==> src/hdl/hwpc_pkg.sv <==
// shared types, codes and blink table for the host watchdog power cycler
`timescale 1ns / 1ps
`default_nettype none

package hwpc_pkg;

    localparam int PATTERN_STEPS = 8;
    localparam int LED_STEP_W    = $clog2(PATTERN_STEPS);
    localparam int LED_CNT_W     = 9;

    localparam logic [6:0] WINDOW_LEN     = 7'd90;
    localparam logic [2:0] MAX_RESTARTS   = 3'd3;
    localparam logic [15:0] GRACE_AT_RST  = 16'd5;

    // status bit positions
    localparam int ST_ACTIVE = 0;
    localparam int ST_REBOOT = 1;
    localparam int ST_OFF    = 2;

    // host commands
    localparam logic [1:0] CMD_NONE      = 2'd0;
    localparam logic [1:0] CMD_BOOT_DONE = 2'd1;
    localparam logic [1:0] CMD_KEEPALIVE = 2'd2;

    // led profile codes
    localparam logic [1:0] PAT_LONG_OFF = 2'd0;
    localparam logic [1:0] PAT_IDLE     = 2'd1;
    localparam logic [1:0] PAT_ARMED    = 2'd2;
    localparam logic [1:0] PAT_REBOOT   = 2'd3;

    // register indexes
    localparam logic [1:0] REG_KEEPALIVE = 2'd0;
    localparam logic [1:0] REG_REBOOT    = 2'd1;
    localparam logic [1:0] REG_LONG_OFF  = 2'd2;
    localparam logic [1:0] REG_GRACE     = 2'd3;

    typedef struct packed {
        logic [7:0]  keepalive_timeout;
        logic [7:0]  reboot_off_time;
        logic [15:0] long_off_time;
        logic [15:0] boot_grace_time;
    } t_cfg;

    typedef struct packed {
        logic       led_tick;
        logic       second_tick;
        logic [1:0] command;
    } t_item;

    typedef struct packed {
        logic flag_powered_off;
        logic flag_rebooting;
        logic flag_active;
        logic led_level;
        logic aux_line_level;
        logic main_power_on;
    } t_result;

    // tick length of one step of a blink profile
    function automatic logic [LED_CNT_W-1:0] blink_len(input logic [1:0] pat,
                                                       input logic [2:0] step);
        logic [LED_CNT_W-1:0] len;
        len = '0;
        unique case (pat)
            PAT_LONG_OFF: len = step[0] ? 9'd500 : 9'd10;
            PAT_IDLE:     len = step[0] ? 9'd99 : 9'd1;
            PAT_ARMED: begin
                unique case (step)
                    3'd0, 3'd2: len = 9'd2;
                    3'd1, 3'd3: len = 9'd10;
                    3'd7:       len = 9'd78;
                    default:    len = 9'd1;
                endcase
            end
            default:      len = 9'd3;
        endcase
        return len;
    endfunction

endpackage

`default_nettype wire

==> src/hdl/host_watchdog_power_cycler.sv <==
// top level: stream input and output registers around the watchdog core
// a transaction is held in the input register, then its result is registered in the output register and offered
// throughput: one transaction per cycle while m_axis_tready does not hold the output register
// while the output register waits on m_axis_tready the input register holds one more
// reset (i_rst_n low, synchronous): both registers empty, power on, grace of
// five seconds running, registers at their documented defaults
`timescale 1ns / 1ps
`default_nettype none

module host_watchdog_power_cycler
    import hwpc_pkg::*;
(
    input  wire logic        i_clk,
    input  wire logic        i_rst_n,
    input  wire logic        s_axis_tvalid,
    output logic             s_axis_tready,
    input  wire logic [7:0]  s_axis_tdata,  // command[1:0], second_tick, led_tick, zeros
    output logic             m_axis_tvalid,
    input  wire logic        m_axis_tready,
    // main_power_on, aux_line_level, led_level, flag_active, flag_rebooting,
    // flag_powered_off, zeros
    output logic      [7:0]  m_axis_tdata,
    input  wire logic        psel,
    input  wire logic        penable,
    input  wire logic        pwrite,
    input  wire logic [3:0]  paddr,
    input  wire logic [31:0] pwdata,
    output logic      [31:0] prdata,
    output logic             pready
);

    t_cfg    cfg;
    t_item   r_in_item;
    logic    r_in_valid;
    t_result core_res;
    t_result r_out_res;
    logic    r_out_valid;
    logic    advance;
    logic    in_acc;

    assign advance       = r_in_valid & (~r_out_valid | m_axis_tready);
    assign s_axis_tready = ~r_in_valid | advance;
    assign in_acc        = s_axis_tvalid & s_axis_tready;
    assign m_axis_tvalid = r_out_valid;
    assign m_axis_tdata  = {2'b00, r_out_res};

    hwpc_cfg u_cfg (
        .i_clk   (i_clk),
        .i_rst_n (i_rst_n),
        .psel    (psel),
        .penable (penable),
        .pwrite  (pwrite),
        .paddr   (paddr),
        .pwdata  (pwdata),
        .prdata  (prdata),
        .pready  (pready),
        .o_cfg   (cfg)
    );

    hwpc_core u_core (
        .i_clk    (i_clk),
        .i_rst_n  (i_rst_n),
        .i_step   (advance),
        .i_item   (r_in_item),
        .i_cfg    (cfg),
        .o_result (core_res)
    );

    always_ff @(posedge i_clk) begin
        if (!i_rst_n) begin
            r_in_valid  <= 1'b0;
            r_out_valid <= 1'b0;
        end else begin
            if (in_acc)       r_in_valid <= 1'b1;
            else if (advance) r_in_valid <= 1'b0;
            if (advance)            r_out_valid <= 1'b1;
            else if (m_axis_tready) r_out_valid <= 1'b0;
        end
    end

    always_ff @(posedge i_clk) begin
        if (in_acc)  r_in_item <= t_item'(s_axis_tdata[3:0]);
        if (advance) r_out_res <= core_res;
    end

endmodule

`default_nettype wire

==> src/hdl/hwpc_cfg.sv <==
// configuration register file with its apb-style port
`timescale 1ns / 1ps
`default_nettype none

module hwpc_cfg
    import hwpc_pkg::*;
(
    input  wire logic        i_clk,
    input  wire logic        i_rst_n,
    input  wire logic        psel,
    input  wire logic        penable,
    input  wire logic        pwrite,
    input  wire logic [3:0]  paddr,
    input  wire logic [31:0] pwdata,
    output logic      [31:0] prdata,
    output logic             pready,
    output t_cfg             o_cfg
);

    t_cfg       r_cfg;
    logic       wr_en;
    logic [1:0] reg_idx;

    assign pready  = 1'b1;
    assign wr_en   = psel & penable & pwrite & pready;
    assign reg_idx = paddr[3:2];
    assign o_cfg   = r_cfg;

    always_ff @(posedge i_clk) begin
        if (!i_rst_n) begin
            r_cfg.keepalive_timeout <= 8'd5;
            r_cfg.reboot_off_time   <= 8'd2;
            r_cfg.long_off_time     <= 16'd120;
            r_cfg.boot_grace_time   <= 16'd5;
        end else if (wr_en) begin
            unique case (reg_idx)
                REG_KEEPALIVE: r_cfg.keepalive_timeout <= pwdata[7:0];
                REG_REBOOT:    r_cfg.reboot_off_time   <= pwdata[7:0];
                REG_LONG_OFF:  r_cfg.long_off_time     <= pwdata[15:0];
                default:       r_cfg.boot_grace_time   <= pwdata[15:0];
            endcase
        end
    end

    always_comb begin
        unique case (reg_idx)
            REG_KEEPALIVE: prdata = {24'd0, r_cfg.keepalive_timeout};
            REG_REBOOT:    prdata = {24'd0, r_cfg.reboot_off_time};
            REG_LONG_OFF:  prdata = {16'd0, r_cfg.long_off_time};
            default:       prdata = {16'd0, r_cfg.boot_grace_time};
        endcase
    end

endmodule

`default_nettype wire

==> src/hdl/hwpc_core.sv <==
// watchdog state registers and the one-step update for a transaction
`timescale 1ns / 1ps
`default_nettype none

module hwpc_core
    import hwpc_pkg::*;
(
    input  wire logic  i_clk,
    input  wire logic  i_rst_n,
    input  wire logic  i_step,
    input  wire t_item i_item,
    input  wire t_cfg  i_cfg,
    output t_result    o_result
);

    logic [2:0]            r_st,   n_st;
    logic [7:0]            r_wd,   n_wd;
    logic [7:0]            r_off,  n_off;
    logic [15:0]           r_lo,   n_lo;
    logic [15:0]           r_gr,   n_gr;
    logic [6:0]            r_win,  n_win;
    logic [2:0]            r_rc,   n_rc;
    logic                  r_pw,   n_pw;
    logic                  r_aux,  n_aux;
    logic                  r_ls,   n_ls;
    logic [LED_CNT_W-1:0]  r_lc,   n_lc;
    logic [LED_STEP_W-1:0] r_lstep, n_lstep;
    logic [1:0]            r_lpat, n_lpat;

    always_comb begin
        n_st = r_st;   n_wd = r_wd;   n_off = r_off; n_lo = r_lo;
        n_gr = r_gr;   n_win = r_win; n_rc = r_rc;   n_pw = r_pw;
        n_aux = r_aux; n_ls = r_ls;   n_lc = r_lc;
        n_lstep = r_lstep; n_lpat = r_lpat;

        if (i_item.led_tick) begin
            if (n_lc != '0) n_lc = n_lc - 1'b1;
            if (n_lc == '0) begin
                n_lc = blink_len(n_lpat, 3'(n_lstep));
                n_lstep = (n_lstep == LED_STEP_W'(PATTERN_STEPS - 1)) ? '0
                                                                     : n_lstep + 1'b1;
                n_ls = ~n_ls;
            end
        end

        if (i_item.second_tick) begin
            if (n_wd  != '0) n_wd  = n_wd  - 1'b1;
            if (n_off != '0) n_off = n_off - 1'b1;
            if (n_lo  != '0) n_lo  = n_lo  - 1'b1;
            if (n_gr  != '0) n_gr  = n_gr  - 1'b1;
            if (n_win != '0) n_win = n_win - 1'b1;
            if (n_win == '0 && n_rc < MAX_RESTARTS) n_rc = '0;
        end

        unique case (i_item.command)
            CMD_BOOT_DONE: begin
                n_gr = '0;
                n_wd = i_cfg.keepalive_timeout;
                n_st[ST_ACTIVE] = 1'b1;
                n_ls = 1'b0; n_lstep = '0; n_lpat = PAT_ARMED;
            end
            CMD_KEEPALIVE: n_wd = i_cfg.keepalive_timeout;
            default: ;
        endcase

        // grace over: arm
        if (!n_st[ST_ACTIVE] && n_gr == '0) begin
            n_st[ST_ACTIVE] = 1'b1;
            n_wd = i_cfg.keepalive_timeout;
            n_ls = 1'b0; n_lstep = '0; n_lpat = PAT_ARMED;
        end

        // keepalive expired: cut power
        if (n_st[ST_ACTIVE] && !n_st[ST_REBOOT] && !n_st[ST_OFF] && n_wd == '0) begin
            n_st[ST_REBOOT] = 1'b1;
            n_off = i_cfg.reboot_off_time;
            n_ls = 1'b0; n_lstep = '0; n_lpat = PAT_REBOOT;
            n_pw = 1'b0;
            if (n_rc == '0) begin
                n_win = WINDOW_LEN;
                n_rc  = 3'd1;
            end else begin
                n_rc = n_rc + 1'b1;
                if (n_rc > MAX_RESTARTS) begin
                    n_ls = 1'b0; n_lstep = '0; n_lpat = PAT_LONG_OFF;
                    n_st[ST_OFF]    = 1'b1;
                    n_st[ST_REBOOT] = 1'b0;
                    n_lo = i_cfg.long_off_time;
                    n_rc = '0;
                end
            end
        end

        if (n_st[ST_REBOOT] && n_off == '0) begin
            n_st[ST_REBOOT] = 1'b0;
            n_st[ST_ACTIVE] = 1'b0;
            n_gr = i_cfg.boot_grace_time;
            n_ls = 1'b0; n_lstep = '0; n_lpat = PAT_IDLE;
            n_pw = 1'b1;
            n_aux = ~n_aux;
        end

        if (n_st[ST_OFF] && n_lo == '0) begin
            n_st = '0;
            n_gr = i_cfg.boot_grace_time;
            n_ls = 1'b0; n_lstep = '0; n_lpat = PAT_IDLE;
            n_pw = 1'b1;
        end
    end

    assign o_result.main_power_on    = n_pw;
    assign o_result.aux_line_level   = n_aux;
    assign o_result.led_level        = n_ls;
    assign o_result.flag_active      = n_st[ST_ACTIVE];
    assign o_result.flag_rebooting   = n_st[ST_REBOOT];
    assign o_result.flag_powered_off = n_st[ST_OFF];

    always_ff @(posedge i_clk) begin
        if (!i_rst_n) begin
            r_st <= '0;   r_wd <= '0;  r_off <= '0;  r_lo <= '0;
            r_gr <= GRACE_AT_RST; r_win <= '0; r_rc <= '0;
            r_pw <= 1'b1; r_aux <= 1'b0; r_ls <= 1'b0;
            r_lc <= '0;   r_lstep <= '0; r_lpat <= PAT_IDLE;
        end else if (i_step) begin
            r_st <= n_st;   r_wd <= n_wd;   r_off <= n_off; r_lo <= n_lo;
            r_gr <= n_gr;   r_win <= n_win; r_rc <= n_rc;   r_pw <= n_pw;
            r_aux <= n_aux; r_ls <= n_ls;   r_lc <= n_lc;
            r_lstep <= n_lstep; r_lpat <= n_lpat;
        end
    end

endmodule

`default_nettype wire
==> config.mk <==
export PLATFORM = sky130hd
export DESIGN_NAME = host_watchdog_power_cycler
export DESIGN_NICKNAME = d
export VERILOG_FILES = /design/src/hdl/hwpc_pkg.sv /design/src/hdl/host_watchdog_power_cycler.sv /design/src/hdl/hwpc_cfg.sv /design/src/hdl/hwpc_core.sv
export SDC_FILE = /design/constraint.sdc
export NUM_CORES = 1
export LEC_CHECK = 0
export BUFFER_PORTS_ARGS = -buffer_cell sky130_fd_sc_hd__buf_4
export CORE_MARGIN = 10
export CORE_UTILIZATION = 35
export CTS_BUF_LIST = sky130_fd_sc_hd__clkbuf_8
export DETAILED_ROUTE_END_ITERATION = 16
export GPL_TIMING_DRIVEN = 0
export HOLD_SLACK_MARGIN = 0.08
export PLACE_DENSITY = 0.49
export SLEW_MARGIN = 20
export SYNTH_ARGS = -nofsm -noshare
export SYNTH_HDL_FRONTEND = slang
export SYNTH_SLANG_ARGS = --single-unit
==> constraint.sdc <==
create_clock -name i_clk -period 4.95 [get_ports i_clk]
set_clock_uncertainty 0.2 [all_clocks]
set_input_delay 1.2375 -clock i_clk [delete_from_list [all_inputs] [get_ports i_clk]]
set_output_delay 1.2375 -clock i_clk [all_outputs]
set_load 0.02 [all_outputs]
==> impl_metrics.tcl, run 1 <==
set metrics [dict create \
    run_status "completed" \
    die_h_um 176.9 \
    io_pins 94 \
    synth_commonest_cells "131 x nand2_1, 128 x dfxtp_1, 101 x a21oi_1, 90 x nor2_1, 65 x o21ai_0" \
    grt_pass1_wl_um 48830 \
    first_iter_violations 755 \
    finalSetupViolCount 0 \
    fin_crit_sh_pct 93.35 \
    clk-insertion-delay-late_ns 0.49 \
    yosysWarningCount 0 \
    clock_sinks 138 \
    async_reset_ff_share_pct 0 \
    synth_mux_area_share_pct 7.727 \
    synth.distinct_cells 85 \
    place.gp.congestion 0.8989 \
    hp-class "flip-flop to flip-flop" \
    final.min_clock_period_ns 4.621 \
    syn_area_per_cell_um2 7.853 \
    drt-total-wl_um 31700 \
    clk_pin_slew_worst_paths_ns 0.09 \
    dp.cells 1490 \
    post_cts_buffers 0 \
    ys.flop_type "dfxtp_1" \
    rsz0062_at_grt "no" \
    synth_edf_count 10 \
    grt-busiest-layer "met2" \
    ys_ff_latch 138 \
    coreArea_um2 24250 \
    synth_compound_area_share_pct 23.66 \
    die_area_um2 31290 \
    start_kind "flip-flop" \
    synthCells 1097 \
    timing.slew.headroom_pct 32.02 \
    portBuffers 51 \
    yosys.area_share.simple_pct 25.30 \
    grt_usage_pct 20.07 \
    initial_utilization_pct 35.53 \
    synth_xor_area_share_pct 1.220 \
    gr-usage-met3_pct 4.907 \
    synth_largest_area_cell "dfxtp_1" \
    cts_root_buf "clkbuf_8" \
    h-tree-depth 4 \
    grt_use_met1_pct 26.82 \
    synth.most_common_cell "nand2_1" \
    crit_fanout 10 \
    insertedDiodeCount 0 \
    drive_gt1_share_pct 12.70 \
    viasPerCell 5.643 \
    ctsLongestPathBuffers 2 \
    ant_nets 0 \
    ys_seq_area_share_pct 33.23 \
    numCtsBuffers 17 \
    synthTopCellsByArea "dfxtp_1 30%, a21oi_1 5.9%, nand2_1 5.7%" \
    fin_cells 1521 \
    crit_required_ns 5.07 \
    setup_slack_ns 0.3290 \
    end_kind "flip-flop" \
    dp_slack_ns 0.04315 \
    slew_violations 0 \
    synth_top_family_by_area "simple AND/OR/NAND/NOR gates" \
    met2_usage_pct 31.47 \
    cts_tree "yes" \
    dp_hpwl_um 23770 \
    nets 1250 \
    final_util_pct 40.83 \
    grt_pass1_vias 8222 \
    vias 8583 \
    tns_ns 0 \
    antenna_found_initial 1 \
    synth_top_area_share_pct 29.75 \
    p_per_area_nw_per_um2 361.3 \
    syn2layout_area_growth_pct 14.93 \
    drc 0 \
    timing_worst_setup_path_type "flip-flop to flip-flop" \
    hold_viol 0 \
    wl_per_cell_um 20.84 \
    seq_area_um2 2863 \
    hold_buffers 0 \
    grt_max_degree 17 \
    grt_overflow 0 \
    syn_area_um2 8615 \
    synth-adder-area-share_pct 2.179 \
    fillers 2584 \
    power.leakage_nw 3.668 \
    worstPathArrival_ns 4.75 \
    fmax_ghz 0.2164 \
    max-cap-violations 0 \
    die_x_um 176.9 \
    multi_input_area_um2 5273 \
    ir_drop_mv 0.1673 \
    worst_slew_pin_slew_ns 1.007 \
    drtPass1Iterations 5 \
    rows 57 \
]
-- critical path, stage by stage (launching register included) --
cell,delay [ns]
dfxtp_1,0.38
inv_1,0.09
ha_1,0.30
or4b_1,0.43
or4_1,0.45
a21boi_2,0.25
nor2_1,0.10
inv_1,0.09
ha_1,0.25
nor3b_1,0.15
o22ai_1,0.17
and2_2,0.34
mux2_2,0.38
o211ai_2,0.21
buf_6,0.20
buf_8,0.17
mux2i_1,0.22
a21oi_1,0.09
-- per-stage QoR --
| stage | instance area, um^2 | hold slack [ns] | power [W] |
|---|---|---|---|
| after global placement | 9467 | 0.2644 | 0.002579 |
| after CTS | 9881 | 0.2811 | 0.003559 |
| after floorplan | 8678 | 0.2458 | 0.002238 |
| after global routing | 9901 | 0.3132 | 0.003793 |
| after detailed placement | 9479 | 0.2636 | 0.002578 |
| final | 9901 | 0.2850 | 0.003577 |
-- state kept, by name, summed over array words and instances (netlist names) --
signal and cells:
u_core.r_lo 16, r_in_valid 1, u_core.r_rc 3, u_core.r_lc 9, u_core.r_pw 1, r_in_item 4
u_core.r_wd 8, u_core.r_win 7, u_core.r_lpat 2, u_core.r_off 8, m_axis_tvalid 1, u_core.r_ls 1
u_core.r_st 3, u_cfg.o_cfg 48, u_core.r_aux 1, u_core.r_lstep 3, m_axis_tdata 6, u_core.r_gr 16
-- where the power goes --
part           leakage, nW  internal, W  switching [W]
clock network        0.203     0.000425       0.000564
logic                 2.33     0.000494       0.000832
registers             1.13      0.00119      0.0000769
-- worst paths after layout --
kind	start	end	slack (ns)	cells after the start
setup / recovery	u_core.r_win[0]$_SDFFE_PN0P_	u_core.r_gr[14]$_SDFFE_PN0P_	0.33	17
hold reg to reg	u_core.r_lstep[1]$_SDFFE_PN0P_	u_core.r_lstep[1]$_SDFFE_PN0P_	0.29	2
hold / removal	u_core.r_lstep[1]$_SDFFE_PN0P_	u_core.r_lstep[1]$_SDFFE_PN0P_	0.29	2
setup reg to reg	u_core.r_win[0]$_SDFFE_PN0P_	u_core.r_gr[14]$_SDFFE_PN0P_	0.33	17
-- kinds of logic (layout without fill, tap and decap cells) --
logic type / after synthesis / in the layout
multiplexers: 56 / 56
other: 2 / 19
AND/OR/NAND/NOR: 439 / 439
buffers and inverters: 122 / 205
flip-flops: 138 / 138
XOR/XNOR: 12 / 12
adder cells (fa/ha/maj): 15 / 15
AO/OA/AOI/OAI: 313 / 313
-- cell type report --
type / instances / share of cell area, %
clock buffer: 17 / 2.363
buffer: 89 / 4.486
tap: 324 / 4.095
inverter: 32 / 1.213
timing repair buffer: 52 / 3.943
multi-input combinational: 854 / 53.25
sequential: 138 / 28.91
clock inverter: 15 / 1.731
-- per-layer routing --
| metal | wire, um | vias to the layer above |
|---|---|---|
| met2 | 14020 | 297 |
| met4 | 618 | 0 |
| met3 | 2391 | 35 |
| met1 | 14670 | 4075 |
| met5 | 0 | - |
| li1 | - | 4176 |
-- placed cells by master, fill, tap and decap left out, drive strengths merged, types with 10 or more instances in the layout --
cell type	n
mux2i	44
nor2b	13
clkbuf	76
conb	19
buf	82
nor2	90
nor3	42
o211ai	10
ha	15
dfxtp	128
a211oi	13
inv	40
nand3	41
nor4	15
nand2b	12
a31oi	14
edfxtp	10
or3	22
and3	13
nand2	131
o21ai	66
a21oi	101
o21a	20
-- timing repair --
| action | CTS | global route |
|---|---|---|
| endpoints found under the hold margin | 0 | 0 |
| resized for setup | 0 | 3 |
| endpoints found under the setup margin | 2 | 21 |
Power figures use the tool's default switching activity.
==> run 2: changes to the inputs <==
ABC_AREA = 1   (was unset)
==> run 2 against run 1 <==
  * Clock power fell by 5.2%
  * Combinational power shrank 36%
  * Synthesized cell count is 30% higher
  * Critical path type unchanged
  * Largest cell class unchanged
==> impl_metrics.tcl, run 2 <==
set metrics [dict create \
    drive_gt1_share_pct 11.44 \
    run_status "completed" \
    worstPathArrival_ns 4.64 \
    endpoint "m_axis_tdata[3]$_DFFE_PP_" \
    syn_area_um2 8970 \
    hp-class "flip-flop to flip-flop" \
    async_reset_ff_share_pct 0 \
    ir_drop_mv 0.1448 \
    dp.cells 1829 \
    clk-insertion-delay-late_ns 0.48 \
    cp_slowest_stage_delay_ns 0.34 \
    fin_cells 1868 \
    syn_area_per_cell_um2 6.268 \
    first_iter_violations 677 \
    slew_violations 0 \
    worstReg2RegStart "u_core.r_gr[1]$_SDFFE_PN0P_" \
    dp_hpwl_um 25060 \
    p_int_w 0.001835 \
    clockPowerShare_pct 31.1 \
    clk_pin_slew_worst_paths_ns 0.09 \
    synth.distinct_cells 44 \
    h-tree-depth 4 \
    coreArea_um2 25180 \
    wl_per_cell_um 17.13 \
    yosysWarningCount 0 \
    end_kind "flip-flop" \
    synthTopCellsByArea "dfxtp_1 29%, nand2_1 15%, inv_1 8.0%" \
    switching_share_pct 39.10 \
    timing.slew.headroom_pct 33.33 \
    worst_slew_pin_slew_ns 1.000 \
    grt_pass1_wl_um 50000 \
    synth_commonest_cells "368 x nand2_1, 190 x inv_1, 137 x o21ai_0, 134 x nor2_1, 128 x dfxtp_1" \
    ys_seq_area_share_pct 31.92 \
    seqPwrFrac_pct 40.6 \
    max-cap-violations 0 \
    cts_root_buf "clkbuf_8" \
    multi_input_area_um2 5070 \
    syn2layout_area_growth_pct 15.55 \
    final.min_clock_period_ns 4.619 \
    die_x_um 180.1 \
    dpl_cell_area_um2 9829 \
    nets 1591 \
    combPwrFrac_pct 28.3 \
    fmax_ghz 0.2165 \
    crit_cells 31 \
    grt_overflow 0 \
    finalSetupViolCount 0 \
    die_h_um 180.1 \
    drtPass1Iterations 5 \
    rows 58 \
    grt_pass1_vias 8742 \
    final_area_um2 10360 \
    crit_required_ns 4.97 \
    r2r_end "m_axis_tdata[3]$_DFFE_PP_" \
    place.gp.congestion 0.8828 \
    crit_buf_inv 7 \
    start_kind "flip-flop" \
    grt_usage_pct 19.18 \
    ctsLongestPathBuffers 2 \
    drt-total-wl_um 32010 \
    p_switching_w 0.001178 \
    grt_max_degree 17 \
    timing_worst_setup_path_type "flip-flop to flip-flop" \
    layout_common_cells "363 x nand2_1, 189 x inv_1, 137 x o21ai_0" \
    insertedDiodeCount 0 \
    seq_area_um2 2863 \
    cts_tree "yes" \
    largest_reg_flops 48 \
    hold_viol 0 \
    portBuffers 51 \
    clock_sinks 138 \
    layout_commonest_cell "nand2_1" \
    synth_edf_count 10 \
    fin_crit_sh_pct 93.30 \
    rrSetupSlack_ns 0.33 \
    viasPerCell 5.005 \
    path_delay_family "simple AND/OR/NAND/NOR gates" \
    synth_largest_area_cell "dfxtp_1" \
    ys.flop_type "dfxtp_1" \
    antenna_found_initial 0 \
    io_pins 94 \
    synth.most_common_cell "nand2_1" \
    power.leakage_nw 4.984 \
    synth_top_area_share_pct 28.57 \
    numCtsBuffers 17 \
    die_area_um2 32430 \
    p_per_area_nw_per_um2 290.7 \
    cp_common_cell "nand2_1" \
    ys_ff_latch 138 \
    initial_utilization_pct 35.62 \
    drc 0 \
    synthCells 1431 \
    crit_path_start "u_core.r_gr[1]$_SDFFE_PN0P_" \
    crit_fanout 10 \
    fillers 2821 \
    cpMaxStageDelayCell "dfxtp_1" \
    ant_nets 0 \
    vias 9349 \
    tns_ns 0 \
    r2r_cells 31 \
]
==> run 2: cell types whose count changed after synthesis, sizes merged, moves of 13 or more <==
| cell | previous run | this run |
|---|---|---|
| xor2 | 4 | 26 |
| o21a | 20 | 0 |
| and3 | 13 | 0 |
| nor2 | 90 | 151 |
| nor2b | 13 | 0 |
| inv | 30 | 192 |
| nand2 | 131 | 374 |
| o21ai | 66 | 148 |
| nand3 | 41 | 105 |
| clkbuf | 60 | 41 |
| nor3 | 42 | 17 |
| or3 | 22 | 0 |
| mux2i | 44 | 0 |
==> run 2: worst min-delay path by stage <==
stage / startpoint / to / slack [ns] / cells after the start
finish: u_core.r_rc[1]$_SDFFE_PN0P_ / u_core.r_rc[1]$_SDFFE_PN0P_ / 0.30 / 2
global route: u_core.r_rc[0]$_SDFFE_PN0P_ / u_core.r_rc[0]$_SDFFE_PN0P_ / 0.33 / 2
CTS: u_core.r_rc[0]$_SDFFE_PN0P_ / u_core.r_rc[0]$_SDFFE_PN0P_ / 0.29 / 2
detailed placement: u_core.r_rc[1]$_SDFFE_PN0P_ / u_core.r_rc[1]$_SDFFE_PN0P_ / 0.27 / 2
global placement: u_cfg.o_cfg[7]$_SDFFE_PN0P_ / u_cfg.o_cfg[7]$_SDFFE_PN0P_ / 0.27 / 2
floorplan: u_cfg.o_cfg[32]$_SDFFE_PN0P_ / u_cfg.o_cfg[32]$_SDFFE_PN0P_ / 0.24 / 2
==> run 2: timing repair <==
action | 4_1_cts | 5_1_grt
resized for setup | 10 | 27
pin swaps | 0 | 12
hold buffers | 0 | 0
endpoints found under the setup margin | 30 | 31
cloned | 0 | 0
setup buffers | 0 | 7
==> run 2: cell type report <==
type	instances	area share [%]
Clock buffer	17	2.257
Buffer	77	4.346
Multi-Input combinational cell	1034	48.91
Tap cell	330	3.984
Clock inverter	15	1.449
Timing Repair Buffer	58	4.201
Inverter	199	7.231
Sequential cell	138	27.62
==> run 2: kinds of logic (layout without fill, tap and decap cells) <==
family,count (synthesis),after routing,share of synthesized area [%]
XOR/XNOR,30,30,2.929
flip-flops,138,138,31.92
AND/OR/NAND/NOR,680,680,32.43
AO/OA/AOI/OAI,290,290,17.48
adder cells (fa/ha/maj),15,15,2.092
buffers and inverters,276,366,13.07
other,2,19,0.08372
==> run 2: routing by layer <==
| metal | global-route usage, % | share of wire (%) | up-vias |
|---|---|---|---|
| li1 | - | - | 4785 |
| met1 | 26.05 | 49 | 4296 |
| met2 | 29.99 | 44 | 229 |
| met3 | 3.715 | 4.8 | 39 |
| met4 | 5.906 | 2.3 | 0 |
| met5 | 0 | 0 | - |
==> run 2: power groups by stage <==
stage	sequential, W	clock (W)	combinational [W]
final	0.00122	0.000938	0.000852
after global routing	0.00123	0.000998	0.000963
after floorplan	0.00124	0	0.000600
after CTS	0.00122	0.000951	0.000832
after global placement	0.00125	0	0.000827
after detailed placement	0.00125	0	0.000827
==> run 2: stage by stage <==
step	setup WS [ns]	power, W	hold slack [ns]	util, %
floorplan	1.021	0.001839	0.2443	-
global placement	-0.6878	0.002075	0.2662	39.03
detailed placement	-0.6593	0.002075	0.2747	39.03
CTS	0.009379	0.003006	0.2890	40.62
global route	-0.03237	0.003192	0.3251	41.16
finish	0.3314	0.003013	0.2977	41.16
==> run 2: worst reg2reg max path: cells and delay by family (launching register included) <==
family	cells	cell delay, ns
AND/OR/NAND/NOR	22	2.57
flip-flops	1	0.34
adder cells (fa/ha/maj)	1	0.18
buffers and inverters	7	0.93
AO/OA/AOI/OAI	1	0.13
